## config.mk

```make
export PLATFORM = sky130hd
export DESIGN_NAME = integer_domain_with_holes
export DESIGN_NICKNAME = d
export VERILOG_FILES = /design/src/sv/idwh_pkg.sv /design/src/sv/integer_domain_with_holes.sv
export SDC_FILE = /design/constraint.sdc
export NUM_CORES = 2
export LEC_CHECK = 0
export CORE_AREA = 2 2 366 368
export CTS_CLUSTER_DIAMETER = 50
export DETAILED_ROUTE_END_ITERATION = 12
export DIE_AREA = 0 0 368 370
export DONT_BUFFER_PORTS = 1
export HOLD_SLACK_MARGIN = 0.03
export SLEW_MARGIN = 20
export SYNTH_ARGS = -nofsm -noshare
export SYNTH_HDL_FRONTEND = slang
export SYNTH_SLANG_ARGS = --single-unit
```

## constraint.sdc

```tcl
create_clock -name clock -period 6.11 [get_ports clock]
set_input_delay 1.222 -clock clock [delete_from_list [all_inputs] [get_ports clock]]
set_output_delay 1.222 -clock clock [all_outputs]
set_load 0.01 [all_outputs]
```

## src/sv/idwh_pkg.sv

```systemverilog
package idwh_pkg;

   // Field widths fixed by the command and response formats.
   localparam int VAL_W     = 10;
   localparam int CMD_W     = 3;
   localparam int STATUS_W  = 2;
   localparam int CSR_IDX_W = 1;

   // The hole map is kept as rows of one word; a value splits into row and bit position.
   localparam int WORD_BITS = 32;
   localparam int POS_W     = 5;
   localparam int ROW_BITS  = VAL_W - POS_W;

   localparam int DEFAULT_VALUE_RANGE = 1024;

   // Reset values of the configuration registers.
   localparam logic [VAL_W-1:0] INITIAL_LOWER_RST = 10'd0;
   localparam logic [VAL_W-1:0] INITIAL_UPPER_RST = 10'd1023;

   // Configuration register indexes.
   localparam logic [CSR_IDX_W-1:0] CSR_INITIAL_LOWER = 1'b0;
   localparam logic [CSR_IDX_W-1:0] CSR_INITIAL_UPPER = 1'b1;

   // Command codes.
   localparam logic [CMD_W-1:0] CMD_REMOVE = 3'd0;
   localparam logic [CMD_W-1:0] CMD_RAISE  = 3'd1;
   localparam logic [CMD_W-1:0] CMD_LOWER  = 3'd2;
   localparam logic [CMD_W-1:0] CMD_ASSIGN = 3'd3;
   localparam logic [CMD_W-1:0] CMD_UNDO   = 3'd4;
   localparam logic [CMD_W-1:0] CMD_TEST   = 3'd5;

   // Status codes.
   localparam logic [STATUS_W-1:0] ST_UNCHANGED = 2'd0;
   localparam logic [STATUS_W-1:0] ST_CHANGED   = 2'd1;
   localparam logic [STATUS_W-1:0] ST_EMPTY     = 2'd2;

   typedef struct packed {
      logic [CMD_W-1:0] cmd;
      logic [VAL_W-1:0] value;
      logic [VAL_W-1:0] undo_old_lower;
      logic [VAL_W-1:0] undo_old_upper;
      logic [VAL_W-1:0] undo_removed;
      logic             undo_has_removed;
   } req_type;

   typedef struct packed {
      logic [STATUS_W-1:0] status;
      logic [VAL_W-1:0]    old_lower;
      logic [VAL_W-1:0]    old_upper;
      logic [VAL_W-1:0]    removed_value;
      logic                removed_flag;
      logic [VAL_W-1:0]    lower_now;
      logic [VAL_W-1:0]    upper_now;
      logic                fixed;
      logic                member;
   } rsp_type;

   // Lowest set bit of a word: found flag over the bit position.
   function automatic logic [POS_W:0] find_lowest(input logic [WORD_BITS-1:0] w);
      logic [POS_W:0] r;
      r = '0;
      for (int i = WORD_BITS - 1; i >= 0; i--) begin
         if (w[i]) begin
            r = {1'b1, POS_W'(i)};
         end
      end
      return r;
   endfunction

   // Highest set bit of a word: found flag over the bit position.
   function automatic logic [POS_W:0] find_highest(input logic [WORD_BITS-1:0] w);
      logic [POS_W:0] r;
      r = '0;
      for (int i = 0; i < WORD_BITS; i++) begin
         if (w[i]) begin
            r = {1'b1, POS_W'(i)};
         end
      end
      return r;
   endfunction

endpackage

```

## src/sv/integer_domain_with_holes.sv

```systemverilog
// Channel   Ports                              Transfer
// --------  ---------------------------------  --------------------------------------
// request   start, busy, req_data              taken when start is high and busy low
// response  rsp_strobe, rsp_data               one-cycle strobe, cannot be held off
// config    csr_we, csr_index, csr_wdata       written on every edge with csr_we high
//
// After reset the hole map is cleared one row of 32 values per cycle with busy high; the
// bounds load from the configuration registers while the first row is cleared.
// A command is busy while it is evaluated and strobes its response in the cycle after; a
// bound command that must scan, or a remove of a bound, stays busy for each row scanned.
// Undo gives no response and is busy only when it clears a hole; unknown codes are ignored.
// The receiver cannot stall; the single read port of the hole map sets every cycle.
module integer_domain_with_holes
   import idwh_pkg::*;
#(
   parameter int VALUE_RANGE = DEFAULT_VALUE_RANGE
) (
   input  logic                 clock,
   input  logic                 reset,
   input  logic                 start,
   output logic                 busy,
   input  req_type              req_data,
   output logic                 rsp_strobe,
   output rsp_type              rsp_data,
   input  logic                 csr_we,
   input  logic [CSR_IDX_W-1:0] csr_index,
   input  logic [VAL_W-1:0]     csr_wdata
);

   localparam int ROWS  = (VALUE_RANGE + WORD_BITS - 1) / WORD_BITS;
   localparam int ROW_W = (ROWS > 1) ? $clog2(ROWS) : 1;

   localparam logic [2:0] S_CLEAR = 3'd0;
   localparam logic [2:0] S_IDLE  = 3'd1;
   localparam logic [2:0] S_EVAL  = 3'd2;
   localparam logic [2:0] S_SCAN  = 3'd3;
   localparam logic [2:0] S_UNDO  = 3'd4;

   logic [2:0]           state_ff, state_in;
   logic [ROW_W-1:0]     clr_ff, clr_in;
   logic [VAL_W-1:0]     init_lower_ff, init_upper_ff;
   logic [VAL_W-1:0]     lower_ff, upper_ff;
   req_type              req_ff;
   logic [VAL_W-1:0]     cur_ff, cur_in;
   logic                 dir_up_ff, dir_up_in;
   logic [WORD_BITS-1:0] word_v_ff, word_v_in;
   logic                 rsp_strobe_ff;
   rsp_type              rsp_ff;

   // Hole-map memory: one row of holes per word, read data registered.
   logic [WORD_BITS-1:0] hole_mem [ROWS];
   logic [WORD_BITS-1:0] mem_q_ff;
   logic                 mem_we;
   logic [ROW_W-1:0]     mem_wa, mem_ra;
   logic [WORD_BITS-1:0] mem_wd;

   logic                 accept, undo_load;
   logic [ROW_BITS-1:0]  cur_row;
   logic [POS_W-1:0]     cur_pos;
   logic                 row_ok;
   logic                 val_ok;
   logic [WORD_BITS-1:0] word, cur_bit, val_bit;
   logic                 in_dom;
   logic                 scan_up;
   logic [POS_W:0]       low_hit, high_hit;
   logic [VAL_W-1:0]     up_cand, dn_cand;
   logic                 done, rem_flag, member;
   logic [STATUS_W-1:0]  status;
   logic [VAL_W-1:0]     lower_new, upper_new;

   assign busy       = (state_ff != S_IDLE);
   assign accept     = start && !busy;
   assign undo_load  = accept && (req_data.cmd == CMD_UNDO);
   assign rsp_strobe = rsp_strobe_ff;
   assign rsp_data   = rsp_ff;

   // The word read last edge belongs to the row of cur_ff; rows past the range hold no holes.
   assign cur_row = cur_ff[VAL_W-1:POS_W];
   assign cur_pos = cur_ff[POS_W-1:0];
   assign row_ok  = int'(cur_row) < ROWS;
   assign word    = row_ok ? mem_q_ff : '0;
   assign cur_bit = WORD_BITS'(1) << cur_pos;
   assign val_bit = WORD_BITS'(1) << req_ff.value[POS_W-1:0];

   // Values at or above the range are never recorded as holes.
   assign val_ok = int'(req_ff.value) < VALUE_RANGE;

   // Membership of the request value; valid while cur_ff still holds that value.
   assign in_dom = (req_ff.value >= lower_ff) && (req_ff.value <= upper_ff) &&
                   !word[cur_pos];

   // One row of the hole scan: nearest non-hole at or beyond the scan position.
   assign scan_up  = (state_ff == S_EVAL) ? (req_ff.cmd == CMD_RAISE) : dir_up_ff;
   assign low_hit  = find_lowest(~word & ({WORD_BITS{1'b1}} << cur_pos));
   assign high_hit = find_highest(~word &
                        ({WORD_BITS{1'b1}} >> (POS_W'(WORD_BITS - 1) - cur_pos)));
   assign up_cand  = {cur_row, low_hit[POS_W-1:0]};
   assign dn_cand  = {cur_row, high_hit[POS_W-1:0]};

   // Next read row follows the next scan position.
   assign mem_ra = ROW_W'(cur_in[VAL_W-1:POS_W]);

   // Command sequencing and memory writes.
   always_comb begin
      state_in  = state_ff;
      clr_in    = clr_ff;
      cur_in    = cur_ff;
      dir_up_in = dir_up_ff;
      word_v_in = word_v_ff;
      mem_we    = 1'b0;
      mem_wa    = ROW_W'(cur_row);
      mem_wd    = '0;
      done      = 1'b0;
      status    = ST_UNCHANGED;
      lower_new = lower_ff;
      upper_new = upper_ff;
      rem_flag  = 1'b0;
      member    = 1'b0;

      unique case (state_ff)
         S_CLEAR: begin
            mem_we = 1'b1;
            mem_wa = clr_ff;
            clr_in = clr_ff + ROW_W'(1);
            if (clr_ff == ROW_W'(ROWS - 1)) begin
               state_in = S_IDLE;
            end
         end

         S_IDLE: begin
            if (start) begin
               if (req_data.cmd == CMD_UNDO) begin
                  cur_in = req_data.undo_removed;
                  if (req_data.undo_has_removed &&
                      (int'(req_data.undo_removed) < VALUE_RANGE)) begin
                     state_in = S_UNDO;
                  end
               end else begin
                  cur_in = req_data.value;
                  if (req_data.cmd <= CMD_TEST) begin
                     state_in = S_EVAL;
                  end
               end
            end
         end

         S_EVAL: begin
            state_in = S_IDLE;
            unique case (req_ff.cmd)
               CMD_REMOVE: begin
                  word_v_in = word;
                  if (!in_dom) begin
                     done = 1'b1;
                  end else if (req_ff.value == lower_ff) begin
                     if (lower_ff == upper_ff) begin
                        done   = 1'b1;
                        status = ST_EMPTY;
                     end else begin
                        cur_in    = req_ff.value + VAL_W'(1);
                        dir_up_in = 1'b1;
                        state_in  = S_SCAN;
                     end
                  end else if (req_ff.value == upper_ff) begin
                     cur_in    = req_ff.value - VAL_W'(1);
                     dir_up_in = 1'b0;
                     state_in  = S_SCAN;
                  end else begin
                     done     = 1'b1;
                     status   = ST_CHANGED;
                     rem_flag = 1'b1;
                     mem_we   = val_ok;
                     mem_wd   = word | cur_bit;
                  end
               end
               CMD_RAISE, CMD_LOWER: begin
                  if (scan_up ? (req_ff.value <= lower_ff) : (req_ff.value >= upper_ff)) begin
                     done = 1'b1;
                  end else if (scan_up ? (req_ff.value > upper_ff)
                                       : (req_ff.value < lower_ff)) begin
                     done   = 1'b1;
                     status = ST_EMPTY;
                  end else begin
                     dir_up_in = scan_up;
                     state_in  = S_SCAN;
                  end
               end
               CMD_ASSIGN: begin
                  done = 1'b1;
                  if (lower_ff == upper_ff) begin
                     status = ST_UNCHANGED;
                  end else if (!in_dom) begin
                     status = ST_EMPTY;
                  end else begin
                     status    = ST_CHANGED;
                     lower_new = req_ff.value;
                     upper_new = req_ff.value;
                  end
               end
               CMD_TEST: begin
                  done   = 1'b1;
                  member = in_dom;
               end
               default: begin
                  done = 1'b0;
               end
            endcase
         end

         S_SCAN: begin
            state_in = S_IDLE;
            if (scan_up ? low_hit[POS_W] : high_hit[POS_W]) begin
               // A non-hole in this row ends the scan; it must not pass the other bound.
               done = 1'b1;
               if (scan_up ? (up_cand <= upper_ff) : (dn_cand >= lower_ff)) begin
                  status = ST_CHANGED;
                  if (scan_up) begin
                     lower_new = up_cand;
                  end else begin
                     upper_new = dn_cand;
                  end
                  if (req_ff.cmd == CMD_REMOVE) begin
                     rem_flag = 1'b1;
                     mem_we   = val_ok;
                     mem_wa   = ROW_W'(req_ff.value[VAL_W-1:POS_W]);
                     mem_wd   = word_v_ff | val_bit;
                  end
               end else begin
                  status = ST_EMPTY;
               end
            end else if (scan_up ? (cur_row >= upper_ff[VAL_W-1:POS_W])
                                 : (cur_row <= lower_ff[VAL_W-1:POS_W])) begin
               // Whole row is holes and the next row lies past the other bound.
               done   = 1'b1;
               status = ST_EMPTY;
            end else begin
               state_in = S_SCAN;
               if (scan_up) begin
                  cur_in = {cur_row + ROW_BITS'(1), {POS_W{1'b0}}};
               end else begin
                  cur_in = {cur_row - ROW_BITS'(1), {POS_W{1'b1}}};
               end
            end
         end

         S_UNDO: begin
            mem_we   = 1'b1;
            mem_wd   = word & ~cur_bit;
            state_in = S_IDLE;
         end

         default: begin
            state_in = S_IDLE;
         end
      endcase
   end

   // Hole-map memory ports.
   always_ff @(posedge clock) begin
      if (mem_we) begin
         hole_mem[mem_wa] <= mem_wd;
      end
      mem_q_ff <= hole_mem[mem_ra];
   end

   // Control state, configuration registers and bounds.
   always_ff @(posedge clock) begin
      if (reset) begin
         state_ff      <= S_CLEAR;
         clr_ff        <= '0;
         rsp_strobe_ff <= 1'b0;
         init_lower_ff <= INITIAL_LOWER_RST;
         init_upper_ff <= INITIAL_UPPER_RST;
         lower_ff      <= INITIAL_LOWER_RST;
         upper_ff      <= INITIAL_UPPER_RST;
      end else begin
         state_ff      <= state_in;
         clr_ff        <= clr_in;
         rsp_strobe_ff <= done;
         if (csr_we) begin
            unique case (csr_index)
               CSR_INITIAL_LOWER: init_lower_ff <= csr_wdata;
               CSR_INITIAL_UPPER: init_upper_ff <= csr_wdata;
               default:           init_lower_ff <= init_lower_ff;
            endcase
         end
         if ((state_ff == S_CLEAR) && (clr_ff == '0)) begin
            lower_ff <= init_lower_ff;
            upper_ff <= init_upper_ff;
         end else if (undo_load) begin
            lower_ff <= req_data.undo_old_lower;
            upper_ff <= req_data.undo_old_upper;
         end else if (done) begin
            lower_ff <= lower_new;
            upper_ff <= upper_new;
         end
      end
   end

   // Request capture, scan position and the response register.
   always_ff @(posedge clock) begin
      if (accept) begin
         req_ff <= req_data;
      end
      cur_ff    <= cur_in;
      dir_up_ff <= dir_up_in;
      word_v_ff <= word_v_in;
      if (done) begin
         rsp_ff.status        <= status;
         rsp_ff.old_lower     <= lower_ff;
         rsp_ff.old_upper     <= upper_ff;
         rsp_ff.removed_value <= rem_flag ? req_ff.value : '0;
         rsp_ff.removed_flag  <= rem_flag;
         rsp_ff.lower_now     <= lower_new;
         rsp_ff.upper_now     <= upper_new;
         rsp_ff.fixed         <= (lower_new == upper_new);
         rsp_ff.member        <= member;
      end
   end

endmodule

```

==> reports/results.txt <==
Clock slew at reported path FFs: 0.06 ns
Port bufs: 0
Worst hold-check path type: reg -> reg
Sink Count: 1216
Most instantiated cells after synthesis: edfxtp_1 (1130), nand2_1 (727), mux2i_1 (392)
Post-synthesis xor/xnor area fraction: 0.5821%
H-Tree Depth: 4
RD Place Congestion: 0.9809
Share of layout cells above drive strength 1: 15.58%
Remaining global-route overflow: 0
Die H: 370 um
Initial antenna violation count: 0
Synth Instances: 4089
Syn_area_per_cell: 12.88 sq um
Synthesized-area fraction occupied by and/or/nand/nor cells: 11.18%
Max_cap viols: 0
Initial Util: 39.76%
Yosys reg bits: 1216
Max Freq: 0.1702 GHz
Leak pwr: 0.02174 uW
Reg2Reg Depth: 18
Max_slew headroom: 26.94%
Worst R2R Setup Slack: 0.23 ns
Detailed Route Iter0 Violations: 3163
Post-CTS setup buffers: 0
Rows: 134
Syn Nets: 4204
Top-count cell post-synth: edfxtp_1
Ys async rst share: 0%
Switching fraction of total power: 28.93%
Fin Setup TNS: 0 ns
First-pass GRT wire length: 226.6 mm
Share of power burned in registers: 41.9%
Placement Cell Area: 58180 sq um
WHS Path Cells: 2
Proportion of synthesized area in mux cells: 7.793%
Reg-to-reg endpoint: mem_q_ff[18]$_DFF_P_
Worst-skew pair later-pin latency: 0.76 ns
Cell area after synthesis: 52660 sq um
Synth Area in Compound Gates: 9.050%
DR pass1 iterations: 6
Logic pwr share: 20.7%
Crit path launch type: flop
Avg WL per Cell: 24.84 um
Post-synthesis sequential area ratio: 67.70%
Power density cells: 362.7 nW/um^2
Worst endpoint data arrival time: 6.51 ns
Gr usage total: 22.35%
Synth area leaders: edfxtp_1 (64%), mux2i_1 (7.5%), nand2_1 (5.2%), dfxtp_1 (3.3%), nand3_1 (2.1%)
HPWL Detailed: 105.4 mm
Final Hold Vio Count: 0
DR vias/cell: 5.648
Yosys Warn Count: 0
Vias in the first global route: 33.62k
Fin nets: 4458
Tmin final: 5.876 ns
Hold worst-path end: lower_ff[9]$_SDFFE_PP0P_
Cell area after layout: 62950 sq um
Slew of the pin with the lowest slew margin: 1.095 ns
Unique masters post-synth: 82
Clk root buf: clkbuf_16
Synth top area share: 64.43%
Min-delay src: init_lower_ff[9]$_SDFFE_PP0P_
Count of final setup violators: 0
CORE AREA: 132500 sq um
NetSw: 6605 uW
Maximum clock insertion buffer count: 3
Crit Path Class: reg -> reg
Final ANT Viol Nets: 0
Total Wirelength: 154.4 mm
Hold Buf Count CTS: 0
Power share of the clock group: 37.4%
Total die area: 136200 sq um
CTS buffer count: 140
Outcome: finished, final reports clean
VDD IR max: 273.6 uV
Post-synth top flop: edfxtp_1
Die Span X: 368 um
Largest net degree at the start of global routing: 129
Internal: 16230 uW
Max-slew violation count: 0
Total number of vias: 35.11k
Critical Path Start: cur_ff[1]$_DFFE_PP_
TritonCTS clock tree: done
Setup crit end kind: flop
Worst Path Required: 6.75 ns
R2R Path Start: cur_ff[1]$_DFFE_PP_
Number of synthesized flops with an enable pin: 1130
Clk_skew: 0.03640 ns
Post-Synth Adder-Cell Area: 1.345%
Main combinational cell family by area after synthesis: simple AND/OR/NAND/NOR gates
Ports: 116
Yosys top cell by area: edfxtp_1
Max Fanout on Critical Path: 23
Unrepaired setup endpoints after global routing: no
P&R area growth vs syn: 19.53%
Crit share post-route: 96.18%
Drt drc: 0
## critical path: stages (launching register included)
cell	delay, ns
edfxtp_1	0.41
buf_12	0.18
buf_4	0.22
a211oi_1	0.35
a221oi_1	0.14
or4_1	0.55
or4_4	0.49
o32ai_4	0.57
mux2i_1	0.22
o31ai_4	0.51
inv_8	0.17
buf_12	0.22
buf_12	0.16
mux2i_1	0.11
mux2i_1	0.29
o22ai_1	0.18
nor4_1	0.39
buf_4	0.21
o31a_1	0.35
## cells in the final DEF (no fill, tap or decap), types with 33 or more instances in the layout
cell and n:
dfxtp_1 86, o21ai_0 66, clkbuf_16 145, buf_12 90, inv_1 50, o31a_1 34, a31oi_1 83, nand2_1 726
nand3_1 212, nor4_1 39, o22ai_1 106, ha_1 55, mux2i_1 392, a21oi_1 196, nor2_1 158, edfxtp_1 1130
nor2_4 33, buf_4 275
## how the worst max path moves through the flow
stage | endpoint | slack, ns | cells past startpoint
detailed placement | hole_mem[14][23]$_DFFE_PP_ | 0.12 | 24
finish | mem_q_ff[18]$_DFF_P_ | 0.23 | 18
global placement | hole_mem[14][23]$_DFFE_PP_ | 0.03 | 24
CTS | hole_mem[14][23]$_DFFE_PP_ | 0.1 | 22
floorplan | hole_mem[28][0]$_DFFE_PP_ | -0.33 | 25
global route | hole_mem[14][23]$_DFFE_PP_ | 0.05 | 28
## layout make-up
class | count | area [sq um]
clock inverter | 77 | 1001
tap | 1768 | 2212
clock buffer | 170 | 3732
multi-input combinational | 2566 | 16260
inverter | 54 | 217.7
antenna | 1 | 2.502
timing repair buffer | 365 | 3866
fill | 11650 | 69510
sequential | 1216 | 35650
## stage by stage
stage          power [uW]  util [%]  instances  hold WS (ns)  worst slack, ns
2_1_floorplan       12380         -       4089        0.4064          -0.3302
3_3_place_gp        14420     43.93       5969        0.4421          0.03340
3_5_place_dp        14420     43.93       5969        0.4427           0.1158
4_1_cts             22930     47.50       6216        0.4462          0.09867
5_1_grt             23650     47.52       6216        0.4626          0.05013
6_report            22830     47.52       6217        0.4358           0.2336
## cell families after synthesis
group                      after synthesis
muxes                                  400
buffers and inverters                  307
DFF                                   1216
xor gates and xnor gates                35
and+or+nand+nor                       1349
adders and majority gates               56
AOI/OAI and AO/OA                      726
## what timing repair did
item | in CTS | in global routing
setup endpoints to repair | 0 | 1024
hold endpoints to repair | 0 | 0
resized for setup | 0 | 6
## layer usage
| layer | vias to the layer above | GRT usage, % | part of all wire (%) |
|---|---|---|---|
| met3 | 259 | 3.875 | 7.2 |
| met2 | 1395 | 35.62 | 47 |
| met4 | 0 | 7.739 | 3.2 |
| met1 | 17490 | 30.89 | 43 |
| li1 | 15970 | - | - |
| met5 | - | 0 | 0 |
## registers in the layout, summed over array words and instances (netlist names)
| register | count |
|---|---|
| dir_up_ff | 1 |
| state_ff | 3 |
| lower_ff | 10 |
| word_v_ff | 32 |
| cur_ff | 10 |
| clr_ff | 5 |
| init_upper_ff | 10 |
| init_lower_ff | 10 |
| mem_q_ff | 32 |
| req_ff | 13 |
| upper_ff | 10 |
| rsp_data | 55 |
| rsp_strobe | 1 |
| hole_mem | 1024 |
## power groups by stage
stage | Combinational (uW) | Clock (uW) | Sequential (uW)
2_1_floorplan | 2870 | 0 | 9520
3_3_place_gp | 4690 | 0 | 9730
3_5_place_dp | 4690 | 0 | 9730
4_1_cts | 4710 | 8660 | 9550
5_1_grt | 5090 | 9000 | 9570
6_report | 4730 | 8530 | 9570
No activity file was read; power rests on OpenSTA's default activity.
